[config.mk]
export PLATFORM = sky130hd
export DESIGN_NAME = lhc_row_mem
export DESIGN_NICKNAME = d
export VERILOG_FILES = /design/src/lhc_row_mem.sv
export SDC_FILE = /design/constraint.sdc
export NUM_CORES = 2
export LEC_CHECK = 0
export ABC_AREA = 1
export BUFFER_PORTS_ARGS = -buffer_cell sky130_fd_sc_hd__buf_4
export CAP_MARGIN = 15
export CORE_AREA = 2 2 700 702
export CTS_CLUSTER_DIAMETER = 120
export DETAILED_ROUTE_END_ITERATION = 8
export DIE_AREA = 0 0 702 704
export GPL_TIMING_DRIVEN = 0
export RECOVER_POWER = 25
export SYNTH_ARGS = -nofsm -noshare
export SYNTH_HDL_FRONTEND = slang
export SYNTH_SLANG_ARGS = --single-unit
[constraint.sdc]
create_clock -name clk -period 34.8 [get_ports clk]
set_input_delay 3.48 -clock clk [delete_from_list [all_inputs] [get_ports clk]]
set_output_delay 3.48 -clock clk [all_outputs]
set_load 0.02 [all_outputs]
[src/lhc_row_mem.sv]
module lhc_row_mem #(
  parameter int DEPTH = 3,
  parameter int WIDTH = 896,
  parameter int IDX_W = 2
) (
  input  logic             clk,
  input  logic             rst_n,
  input  logic             rd_en,
  input  logic [IDX_W-1:0] rd_idx,
  output logic [WIDTH-1:0] rd_data,
  input  logic             wr_en,
  input  logic [IDX_W-1:0] wr_idx,
  input  logic [WIDTH-1:0] wr_data
);

  logic [WIDTH-1:0] mem [DEPTH];
  logic [DEPTH-1:0] valid_r;
  logic [WIDTH-1:0] rd_data_r;
  logic             rd_vld_r;

  // Write port and per-row valid bits; reset makes every row read as zero
  always_ff @(posedge clk) begin
    if (wr_en) begin
      mem[wr_idx] <= wr_data;
    end
  end

  always_ff @(posedge clk) begin
    if (!rst_n) begin
      valid_r <= '0;
    end else if (wr_en) begin
      valid_r[wr_idx] <= 1'b1;
    end
  end

  // Registered read port, old data on a same-row write
  always_ff @(posedge clk) begin
    if (rd_en) begin
      rd_data_r <= mem[rd_idx];
    end
  end

  always_ff @(posedge clk) begin
    if (!rst_n) begin
      rd_vld_r <= 1'b0;
    end else if (rd_en) begin
      rd_vld_r <= valid_r[rd_idx];
    end
  end

  assign rd_data = rd_vld_r ? rd_data_r : '0;

endmodule

# Word-level counts from Yosys, hierarchy flattened
# Memory sizes are Yosys's and may differ from the RTL's. A register that Yosys moved wholly into a read port is not among the register bits.
# Cells that the tools add are included.
[word_totals] romBits=0 out_inout_bits=896 memories=1 latchBits=0 in_bits=904 ramBits=2688 wordCells=15 ff_bits=4
[classes] shifts=0 magnitude_cmp=3 n_eq_ne=0 reduce_logical=1 mul=0 muxes=7 add_sub_neg=0 div=0 bitwise_logic=1
[memory_table] name="mem" depth=3 width=896 rd=1 rd_ports_with_merged_regs=1 write_ports=1 line_no="16" rtl="logic [WIDTH-1:0] mem [DEPTH];"
[ops] op="$mux W896" count=1
[ops] op="$lt A2 B3 Y1 const B" count=2
[ops] op="$mux W1" count=4
[ops] op="$or A3 B3 Y3" count=1
[ops] op="$bmux W1 S2" count=1
[ops] op="$demux W1 S2" count=1
[ops] op="$ge A2 B1 Y1 const B" count=1
[ops] op="$logic_and A1 B1 Y1" count=1

# Depth between registers and ports, before layout
[depth] depth_word=5 mapped_depth=7 mapped_depth_nobuf=5

# Least setup slack after synthesis
# Ideal clock, no wire load.
[synth_timing] kind="input to register" startpoint="input port wr_idx[0]" endpoint="memory mem[0][0], enable pin" setup_time_ns=1.238 arrival_ns=20.910 required_ns=33.562 path_slack_ns=12.652 path_stages=3 n_path_buf=0 path_cell_list="inv_1 -> nand3_1 -> inv_1"
[synth_lines] item="start, declared" line_no="12" rtl="input logic [IDX_W-1:0] wr_idx,"
[synth_lines] item="end, declared" line_no="16"
# Straight into the memory's write port.

# Final worst setup path
[layout_timing] startpoint="register rd_vld_r" endpoint="output port rd_data[768]"
[layout_between] elab_chain_cells=1
[layout_lines] item="start, declared" line_no="19" rtl="logic rd_vld_r;"
[layout_lines] item="start signal, assigned" line_no="47" rtl="rd_vld_r <= valid_r[rd_idx];"
[layout_lines] item="$mux W896" line_no="51" rtl="assign rd_data = rd_vld_r ? rd_data_r : '0;"
[layout_lines] item="end, declared" line_no="10" rtl="output logic [WIDTH-1:0] rd_data,"
# No other way between the ends.

==> metrics <==
Synth area leader edfxtp_1; Mapped Area 135000 µm²; Max-slew headroom 19.7%; vias in the first global route 81600; MaxCap Viol Count 0; met1 Track Usage GR 21.6%; worst hold path type flop to flop; DPL Wire Length 377000 µm; CP top delay family buffers and inverters; I/O pin total 1800; Worst EP arrival 4.15 ns; ranking of synthesized cells by area edfxtp_1, a21oi_1, nand2_1; period utilization 21.9%; setup violators final 0; CTS Sinks 3588; routed vias/inst 4.53; vias 84700; Placeable Area 487000 µm²; setup TNS 0 ns; Layout Utilization 34.4%; commonest non-fill, non-tap cell in the layout edfxtp_1; chip width 702 µm; Die H 704 µm; crit end category output pin; die area 494000 µm²; global route overflow 0; Worst VDD drop 47.9 µV; WP buf/inv 6; post-CTS setup buffer count 0; Worst-Skew Late Latency 0.98 ns; flops & latches, synth 3588; initial antenna violation count 345; endpoints failing hold 0; skew final 0.0461 ns; pwr/cell area 58.3 nW/µm²; met3 Resource Use GR 5.19%; Slew @ Worst Pin 1.20 ns; Layout Nets 12600; Post-Place Setup Slack 27.78 ns; row cnt 257; Slowest cell on crit path buf_2; CTS Buf Count 386; Area Growth Syn to Fin 24.2%; dpl cells 17800; CP most frequent cell buf_2; Static Leak 64.4 nW; First-pass DRT Iterations 6; H-tree depth 5; post-cts sizing count 0; Max Freq 131 MHz; Hold WS 0.462 ns; cts hold-fix bufs 0; placed cell areas 158000 µm²; drt total wl 513000 µm; CP Max Fanout 10; fin crit period 7.63 ns; Pwr Total 9.78 mW; post-DR wirelength/cell 27.4 µm; ANT nets after route 0; Final Max Tran Viols 0; # DRC 0; WS Path Type flop to output pin; Clock Tree Root clkbuf_16; layout cell share with drive strength beyond 1 22.5%; slowest stage delay, CP 0.69 ns; first-pass GRT wire length 677000 µm; status complete, no violations; largest net degree at the start of global routing 143; register area share after synthesis 79.8%; Post-Syn Instances 9486; Port Buffers 1797; synthesized net count 10400; top cell type's share of synthesized area 79.7%; GRT Total Usage 19.9%; Initial DRC Count 7605; startpoint type of the worst setup path flop; Fillers 47900; post-synthesis cell type count 19; post-route setup slack 27.17 ns; post-route cell area 168000 µm²; grt peak-use layer met2; CTS tree done; cell chain of the critical path buf_2 -> buf_2 -> buf_2 -> buf_2 -> nand2_1 -> inv_1 -> buf_4; initial cell density of the core 27.7%; Worst-path clk slew 0.06 ns; Finished Layout Cells 18700; Syn Area/Cell 14.2 µm²; most frequent cells in the layout edfxtp_1, a21oi_1, nand2_1; worst-case clock buffer depth 4; met2 Usage GRT 34.2%; CP required 31.32 ns; RSZ-0062 raised after global routing false; YS warnings 0; Placer Congestion 0.942
==> power breakdown <==
group / internal (mW) / switching, mW
clock network: 2.19 / 1.76
registers: 5.03 / 0.0792
logic: 0.214 / 0.506
==> cells by family after synthesis <==
family,Yosys count,share of synthesized area (%)
DFF,3588,79.8
and+or+nand+nor,2696,8.05
AOI/OAI and AO/OA,1797,7.50
buffers and inverters,1405,4.69
==> per-layer routing <==
layer	part of all wire, %	vias up	routed length [µm]
li1	-	37800	-
met4	6.6	78	33900
met1	36	42200	182000
met2	50	3501	258000
met5	0.097	-	497
met3	7.5	1119	38200
==> synth_stat cells, drive strengths merged <==
cell    instances
clkbuf         66
nand2        1795
clkinv          1
inv           906
o21a            1
nor2          896
dfxtp           4
o21ai           1
edfxtp       3584
buf           432
nand3           5
a21oi        1795
==> tightest hold or removal path, cell delays in order, from the launching register on <==
cell and delay (ns):
dfxtp_1 0.30, inv_1 0.06, a21oi_1 0.06
==> worst paths after layout <==
kind	from	end	slack, ns	cells after the start
hold / removal	valid_r[1]	valid_r[1]	0.46	2
setup reg to reg	mem[1][71]	rd_data_r[71]	33.30	2
hold reg to reg	valid_r[1]	valid_r[1]	0.46	2
setup / recovery	rd_vld_r	rd_data[768]	27.17	7
==> final cells by class <==
type                    instances  area (µm²)  share of cell area (%)
clock buffers                 482       10100                    6.05
well taps                    6475        8100                    4.83
plain buffers                 498        2930                    1.75
multi-input cells            4493       21000                    12.5
clock inverters               212        1860                    1.11
flip-flops and latches       3588      108000                    64.2
inverters                     907        3430                    2.04
diodes                        202         505                   0.301
repair buffers               1834       12000                    7.16
==> state kept, by name, indices dropped and copies added (netlist names) <==
name and flops:
rd_vld_r 1, valid_r 3, mem 2688, rd_data_r 896
Power figures use the tool's default switching activity.
