File: src/lhc_pkg.sv
package lhc_pkg;

  // Field and counter widths
  localparam int CNT_W      = 64;
  localparam int KIND_W     = 3;
  localparam int WORD_W     = 4;
  localparam int CFG_IDX_W  = 4;
  localparam int CLASSES    = 3;
  localparam int LIMIT_REGS = 8;
  localparam int MAX_BUCKETS = 9;

  // Word layout of one per-kind row: class counters, count, sum, buckets
  localparam int W_COUNT   = 3;
  localparam int W_SUM     = 4;
  localparam int W_BUCKET0 = 5;

  // Operation codes
  localparam logic OP_RECORD = 1'b0;
  localparam logic OP_READ   = 1'b1;

  // Read group codes
  localparam logic [1:0] GRP_CLASS  = 2'd0;
  localparam logic [1:0] GRP_COUNT  = 2'd1;
  localparam logic [1:0] GRP_SUM    = 2'd2;
  localparam logic [1:0] GRP_BUCKET = 2'd3;

  // Status classes
  localparam logic [1:0] CLS_2XX   = 2'd0;
  localparam logic [1:0] CLS_4XX   = 2'd1;
  localparam logic [1:0] CLS_OTHER = 2'd2;

  // Bucket limit defaults
  localparam logic [LIMIT_REGS-1:0][CNT_W-1:0] LIMIT_RESET = {
    64'd1000000, 64'd500000, 64'd200000, 64'd100000,
    64'd50000,   64'd25000,  64'd10000,  64'd5000
  };

  typedef struct packed {
    logic              operation;
    logic [1:0]        request_kind;
    logic [9:0]        status_code;
    logic [CNT_W-1:0]  elapsed_us;
    logic [1:0]        read_group;
    logic [4:0]        read_index;
  } in_t;

  typedef struct packed {
    logic              recorded;
    logic [CNT_W-1:0]  read_value;
    logic              read_ok;
  } out_t;

  // Decoded item handed from the front end to the update stage
  typedef struct packed {
    logic                   rec;
    logic                   rd_ok;
    logic [KIND_W-1:0]      kind;
    logic [1:0]             cls;
    logic [CNT_W-1:0]       lat;
    logic [MAX_BUCKETS-1:0] hit;
    logic [WORD_W-1:0]      word;
  } item_t;

  function automatic logic [CNT_W-1:0] sat_inc(input logic [CNT_W-1:0] a);
    logic [CNT_W-1:0] r;
    r = (&a) ? a : a + CNT_W'(1);
    return r;
  endfunction

  function automatic logic [CNT_W-1:0] sat_add(input logic [CNT_W-1:0] a,
                                               input logic [CNT_W-1:0] b);
    logic [CNT_W:0] s;
    s = {1'b0, a} + {1'b0, b};
    return s[CNT_W] ? {CNT_W{1'b1}} : s[CNT_W-1:0];
  endfunction

endpackage

File: src/lhc_decode.sv
module lhc_decode #(
  parameter int KINDS   = 3,
  parameter int BUCKETS = 9
) (
  input  logic                             clk,
  input  logic                             rst_n,
  input  logic                             cfg_we,
  input  logic [lhc_pkg::CFG_IDX_W-1:0]    cfg_index,
  input  logic [lhc_pkg::CNT_W-1:0]        cfg_wdata,
  input  lhc_pkg::in_t                     in_data,
  output lhc_pkg::item_t                   item
);

  logic [lhc_pkg::LIMIT_REGS-1:0][lhc_pkg::CNT_W-1:0] limit_r;

  // Bucket limit registers
  always_ff @(posedge clk) begin
    if (!rst_n) begin
      limit_r <= lhc_pkg::LIMIT_RESET;
    end else if (cfg_we &&
                 cfg_index < lhc_pkg::CFG_IDX_W'(lhc_pkg::LIMIT_REGS)) begin
      limit_r[cfg_index[2:0]] <= cfg_wdata;
    end
  end

  logic [1:0]                      cls;
  logic [lhc_pkg::MAX_BUCKETS-1:0] hit;
  logic                            kind_ok;
  logic [lhc_pkg::KIND_W-1:0]      rd_kind;
  logic [lhc_pkg::WORD_W-1:0]      rd_word;
  logic                            rd_ok;

  // Sort status into its class
  always_comb begin
    if (in_data.status_code inside {[10'd200:10'd299]}) begin
      cls = lhc_pkg::CLS_2XX;
    end else if (in_data.status_code inside {[10'd400:10'd499]}) begin
      cls = lhc_pkg::CLS_4XX;
    end else begin
      cls = lhc_pkg::CLS_OTHER;
    end
  end

  // Compare latency against each bucket limit; last bucket always hits
  always_comb begin
    for (int b = 0; b < lhc_pkg::MAX_BUCKETS; b++) begin
      if (b == BUCKETS - 1) begin
        hit[b] = 1'b1;
      end else if (b < BUCKETS - 1) begin
        hit[b] = in_data.elapsed_us <= limit_r[3'(b)];
      end else begin
        hit[b] = 1'b0;
      end
    end
  end

  assign kind_ok = 32'(in_data.request_kind) < KINDS;

  // Split a read index into row and word
  always_comb begin
    rd_kind = '0;
    rd_word = '0;
    rd_ok   = 1'b0;
    case (in_data.read_group)
      lhc_pkg::GRP_CLASS: begin
        rd_ok   = 32'(in_data.read_index) < KINDS * lhc_pkg::CLASSES;
        rd_word = lhc_pkg::WORD_W'(in_data.read_index);
        for (int k = 1; k < KINDS; k++) begin
          if (32'(in_data.read_index) >= k * lhc_pkg::CLASSES) begin
            rd_kind = lhc_pkg::KIND_W'(k);
            rd_word = lhc_pkg::WORD_W'(32'(in_data.read_index) - k * lhc_pkg::CLASSES);
          end
        end
      end
      lhc_pkg::GRP_COUNT: begin
        rd_ok   = 32'(in_data.read_index) < KINDS;
        rd_kind = in_data.read_index[lhc_pkg::KIND_W-1:0];
        rd_word = lhc_pkg::WORD_W'(lhc_pkg::W_COUNT);
      end
      lhc_pkg::GRP_SUM: begin
        rd_ok   = 32'(in_data.read_index) < KINDS;
        rd_kind = in_data.read_index[lhc_pkg::KIND_W-1:0];
        rd_word = lhc_pkg::WORD_W'(lhc_pkg::W_SUM);
      end
      lhc_pkg::GRP_BUCKET: begin
        rd_ok   = 32'(in_data.read_index) < KINDS * BUCKETS;
        rd_word = lhc_pkg::WORD_W'(32'(in_data.read_index) + lhc_pkg::W_BUCKET0);
        for (int k = 1; k < KINDS; k++) begin
          if (32'(in_data.read_index) >= k * BUCKETS) begin
            rd_kind = lhc_pkg::KIND_W'(k);
            rd_word = lhc_pkg::WORD_W'(32'(in_data.read_index) - k * BUCKETS +
                                       lhc_pkg::W_BUCKET0);
          end
        end
      end
      default: begin
        rd_ok = 1'b0;
      end
    endcase
  end

  // Assemble the decoded item; unused rows fall back to row zero
  always_comb begin
    item.cls  = cls;
    item.lat  = in_data.elapsed_us;
    item.hit  = hit;
    item.word = rd_word;
    if (in_data.operation == lhc_pkg::OP_RECORD) begin
      item.rec   = kind_ok;
      item.rd_ok = 1'b0;
      item.kind  = kind_ok ? lhc_pkg::KIND_W'(in_data.request_kind) : '0;
    end else begin
      item.rec   = 1'b0;
      item.rd_ok = rd_ok;
      item.kind  = rd_ok ? rd_kind : '0;
    end
  end

endmodule

File: config.mk
export PLATFORM = sky130hd
export DESIGN_NAME = lhc_decode
export DESIGN_NICKNAME = d
export VERILOG_FILES = /design/src/lhc_pkg.sv /design/src/lhc_decode.sv
export SDC_FILE = /design/constraint.sdc
export NUM_CORES = 1
export LEC_CHECK = 0
export BUFFER_PORTS_ARGS = -buffer_cell sky130_fd_sc_hd__buf_4
export CORE_MARGIN = 2
export CORE_UTILIZATION = 59
export CTS_CLUSTER_SIZE = 16
export DETAILED_ROUTE_END_ITERATION = 10
export GPL_TIMING_DRIVEN = 0
export PLACE_DENSITY = 0.92
export SETUP_SLACK_MARGIN = 0.3
export SKIP_LAST_GASP = 1
export SLEW_MARGIN = 20
export SYNTH_ARGS = -nofsm -noshare
export SYNTH_HDL_FRONTEND = slang
export SYNTH_SLANG_ARGS = --single-unit
File: constraint.sdc
create_clock -name clk -period 2.5 [get_ports clk]
set_input_delay 0.125 -clock clk [delete_from_list [all_inputs] [get_ports clk]]
set_output_delay 0.125 -clock clk [all_outputs]
set_load 0.05 [all_outputs]
Word level (Yosys, flattened, before mapping) --
Cells that the tools add are included.
Word-level totals: flip-flop bits (word level) 512
Operators by class: add/sub/neg operators 7, $lt $le $gt $ge 19, equality and inequality tests 3, mux-type cells 19, reduce and logical (&&, ||, !) cells 6
Operators by type and width (number):
- 512-bit bitwise mux | 1
- 64-bit less-or-equal comparator | 4
- 64-bit demux with 3-bit select | 1
- 64-bit 2-to-1 mux | 1
- 10-bit by 9-bit less-or-equal comparator with 1-bit output (second input constant) | 2
- 4-bit 2-to-1 mux | 4
- 4-bit one-hot mux with 4 select lines | 1
- 10-bit by 8-bit >= comparator with 1-bit output (second input constant) | 1
- 10-bit by 9-bit >= comparator with 1-bit output (second input constant) | 1
- 3-bit 2-to-1 mux | 3
- 3-bit one-hot mux with 3 select lines | 1
- 4-bit adder (second input constant) | 2
- 4-bit by 2-bit subtractor with 4-bit output (second input constant) | 2
- 2-bit 2-to-1 mux | 3
- 5-bit by 2-bit >= comparator with 1-bit output (second input constant) | 1
- 5-bit by 3-bit >= comparator with 1-bit output (second input constant) | 1
- 5-bit by 4-bit >= comparator with 1-bit output (second input constant) | 1
- 5-bit >= comparator (second input constant) | 1
- 5-bit by 2-bit < comparator with 1-bit output (second input constant) | 1
- 5-bit by 4-bit < comparator with 1-bit output (second input constant) | 1
- 5-bit < comparator (second input constant) | 1
- 5-bit 2-to-1 mux | 1
- 4-bit by 3-bit adder with 4-bit output (second input constant) | 1
- 2-bit equality test (second input constant) | 2
- other kinds (12) | 16

Logic depth before layout (Yosys ltp) --
word-level depth 6, mapped depth 9, depth with buffers taken out 9

Least setup slack after synthesis --
Ideal clock, no wire load.
kind input port to output port, start point input in_data[74] in the netlist's numbering, end point output item[78] in the netlist's numbering, arrival 2551 ps, required time 2375 ps, slack -176 ps, stages 3, path through o2111a_1 nor4_1 nor2_1
RTL lines:
- start, declared | RTL line lhc_decode.sv:10 | input lhc_pkg::in_t in_data,
- end, declared | RTL line lhc_decode.sv:11 | output lhc_pkg::item_t item

==> results.py <==
metrics = {
    "routing": {
        "wirelength_um": 56600,
        "ant_nets": 0,
        "firstDrtPassIters": 6,
        "viasPerCell": 5.938,
        "wl_per_cell_um": 19.33,
        "drt_first_iter_violations": 1563,
        "vias": 17390,
        "remaining_drc_errors": 0,
    },
    "clock_tree": {
        "cts.sinks": 256,
        "clock_tree.buffer_depth": 3,
        "clk_latency_ns": 0.55,
        "numCtsBuffers": 28,
        "htreeDepth": 1,
        "clkTransAtPathRegs_ns": 0.06,
        "cts_tree": "built",
        "cts_root_buffer": "clkbuf_16",
    },
    "floorplanning": {
        "initial_utilization_pct": 60.33,
        "dieArea_um2": 29930,
        "fp.coreArea_um2": 27930,
        "die_width_um": 173.0,
        "rows": 61,
        "num_io_pins": 239,
        "die_h_um": 173.0,
    },
    "timing": {
        "setup_viol": 4,
        "max_freq_mhz": 317.6,
        "rsz0062_at_grt": "true",
        "finalMaxSlewViolations": 0,
        "final_hold_viol_count": 0,
        "finalSetupTns_ns": -2.035,
        "clock_skew_ns": 0,
        "fin_crit_ns": 3.149,
        "tightest_slew_ns": 1.070,
        "fin_crit_sh_pct": 126.0,
        "setup_slack_ns": -0.6488,
        "holdWs_ns": 0.02148,
        "relSlewSlack_pct": 28.67,
    },
    "logic_synthesis": {
        "yosys_warnings": 0,
        "synth_most_common_cell": "nand2_1",
        "yosysTopAreaCell": "dfxtp_1",
        "yosysSeqAreaShare_pct": 30.41,
        "postSynthCellCount": 2182,
        "synthArstFlopShare_pct": 0,
        "synth_commonest_cells": "574 x nand2_1, 271 x inv_1, 270 x ha_1, 256 x dfxtp_1, 233 x a21boi_0",
        "synth_cell_types": 57,
        "synth-edff-count": 0,
        "syn_avg_cell_area_um2": 7.723,
        "synthFlopType": "dfxtp_1",
        "ys_ff_latch": 256,
        "netlist_area_um2": 16850,
        "synth_top_area_share_pct": 30.41,
        "synth.top_cells.by_area": "dfxtp_1 30%, ha_1 20%, nand2_1 13%",
    },
    "grt": {
        "met3_usage_pct": 7.322,
        "grt_pass1_wl_um": 87980,
        "met1_usage_pct": 39.79,
        "grt_max_degree": 14,
        "first_global_vias": 17820,
        "grt-ovfl-total": 0,
        "antenna_found_initial": 0,
        "track_usage_pct": 36.01,
        "top_usage_layer": "met2",
        "gr-usage-met2_pct": 63.33,
    },
    "power": {
        "powerDensity_nw_per_um2": 483.9,
        "peakVddDrop_mv": 0.4686,
        "power_mw": 10.48,
        "power_leakage_nw": 8.445,
    },
    "setup_path": {
        "arrival_ns": 3.02,
        "start_kind": "flip-flop",
        "r2r-start": "limit_r[245]",
        "crit_start": "limit_r[239]",
        "worstPathRequired_ns": 2.38,
        "worstSetupEndpointType": "primary output",
        "critical_path_class": "flip-flop to primary output",
        "reg2regPathDepth": 2,
        "path_max_fanout": 3,
    },
    "cells_and_area": {
        "final-instance-count-excl-fill": 2929,
        "diodes": 0,
        "syn2layout_area_growth_pct": 28.47,
        "top_regs": "limit_r x256",
        "nets": 2956,
        "utilization_pct": 77.50,
        "drive_gt1_share_pct": 19.76,
        "design_area_um2": 21650,
        "largest-register": "limit_r",
        "largest_reg_flops": 256,
    },
    "place": {
        "dp_hpwl_um": 38180,
        "portBuffers": 229,
        "dp.cells": 2794,
        "place.gp.congestion": 0.9169,
        "place_ws_ns": -0.5970,
        "post_dp_cell_area_um2": 19110,
    },
    "hold_path": {
        "min_from": "rst_n",
        "min_path_type": "input pin to flip-flop",
        "hold_depth": 2,
    },
    "outcome": {
        "status": "finished with violations",
        "failed_checks": "setup timing",
    },
    "job": {
        "drv_cap": 0,
    },
}
-- report_power, final --
part | switching (mW) | leakage, nW | internal, mW
Clock | 1.76 | 0.437 | 2.40
Combinational | 1.27 | 5.92 | 0.886
Sequential | 0.0285 | 2.08 | 4.14
-- cells by family after synthesis --
| group | share of synthesized area (%) |
|---|---|
| AND/OR/NAND/NOR | 18.45 |
| multiplexers | 0.1188 |
| flip-flops | 30.41 |
| adder cells (fa/ha/maj) | 20.05 |
| other | 0.04456 |
| AO/OA/AOI/OAI | 19.81 |
| buffers and inverters | 11.02 |
| XOR/XNOR | 0.1040 |
-- cell usage in the layout, fill, tap and decap left out, types with 48 or more instances in the layout --
master / instances
ha_1: 237
a21oi_1: 112
inv_1: 255
nand2_1: 572
clkbuf_1: 87
nand4_1: 48
a21boi_0: 233
dlygate4sd3_1: 64
buf_4: 317
dfxtp_1: 224
-- repair_timing --
item	CTS	global route
pin swaps	35	31
resized for setup	104	54
hold buffers	64	0
endpoints found under the setup margin	9	10
endpoints found under the hold margin	256	0
buffers inserted	13	8
-- layer usage --
layer | up-vias | share of wire [%]
li1 | 7952 | -
met2 | 1018 | 48
met3 | 340 | 9.5
met1 | 8082 | 36
met5 | - | 0
met4 | 0 | 6.6
-- worst max-delay path, stage by stage (launching register included) --
cell     delay (ns)
dfxtp_2        0.33
inv_1          0.06
ha_4           0.28
nand4_4        0.10
nor2_4         0.16
nand4_1        0.17
or4_4          0.59
nor3_1         0.32
a32o_2         0.30
buf_8          0.16
-- cell type report --
cell class                 instances  area [µm²]
buffer                           154       842.1
clock buffer                      44       842.1
clock inverter                     6       60.06
fill                            1758        6285
inverter                         271        1021
multi-input combinational       1504       10690
sequential                       256        5165
tap                              378       473.0
timing repair buffer             316        2555
-- worst paths after layout --
| path | end | slack (ns) |
|---|---|---|
| setup / recovery | item[7] | -0.65 |
| hold / removal | limit_r[196] | 0.02 |
| setup reg to reg | limit_r[245] | 1.68 |
| hold reg to reg | limit_r[34] | 0.46 |
(Power assumes the default switching activity.)
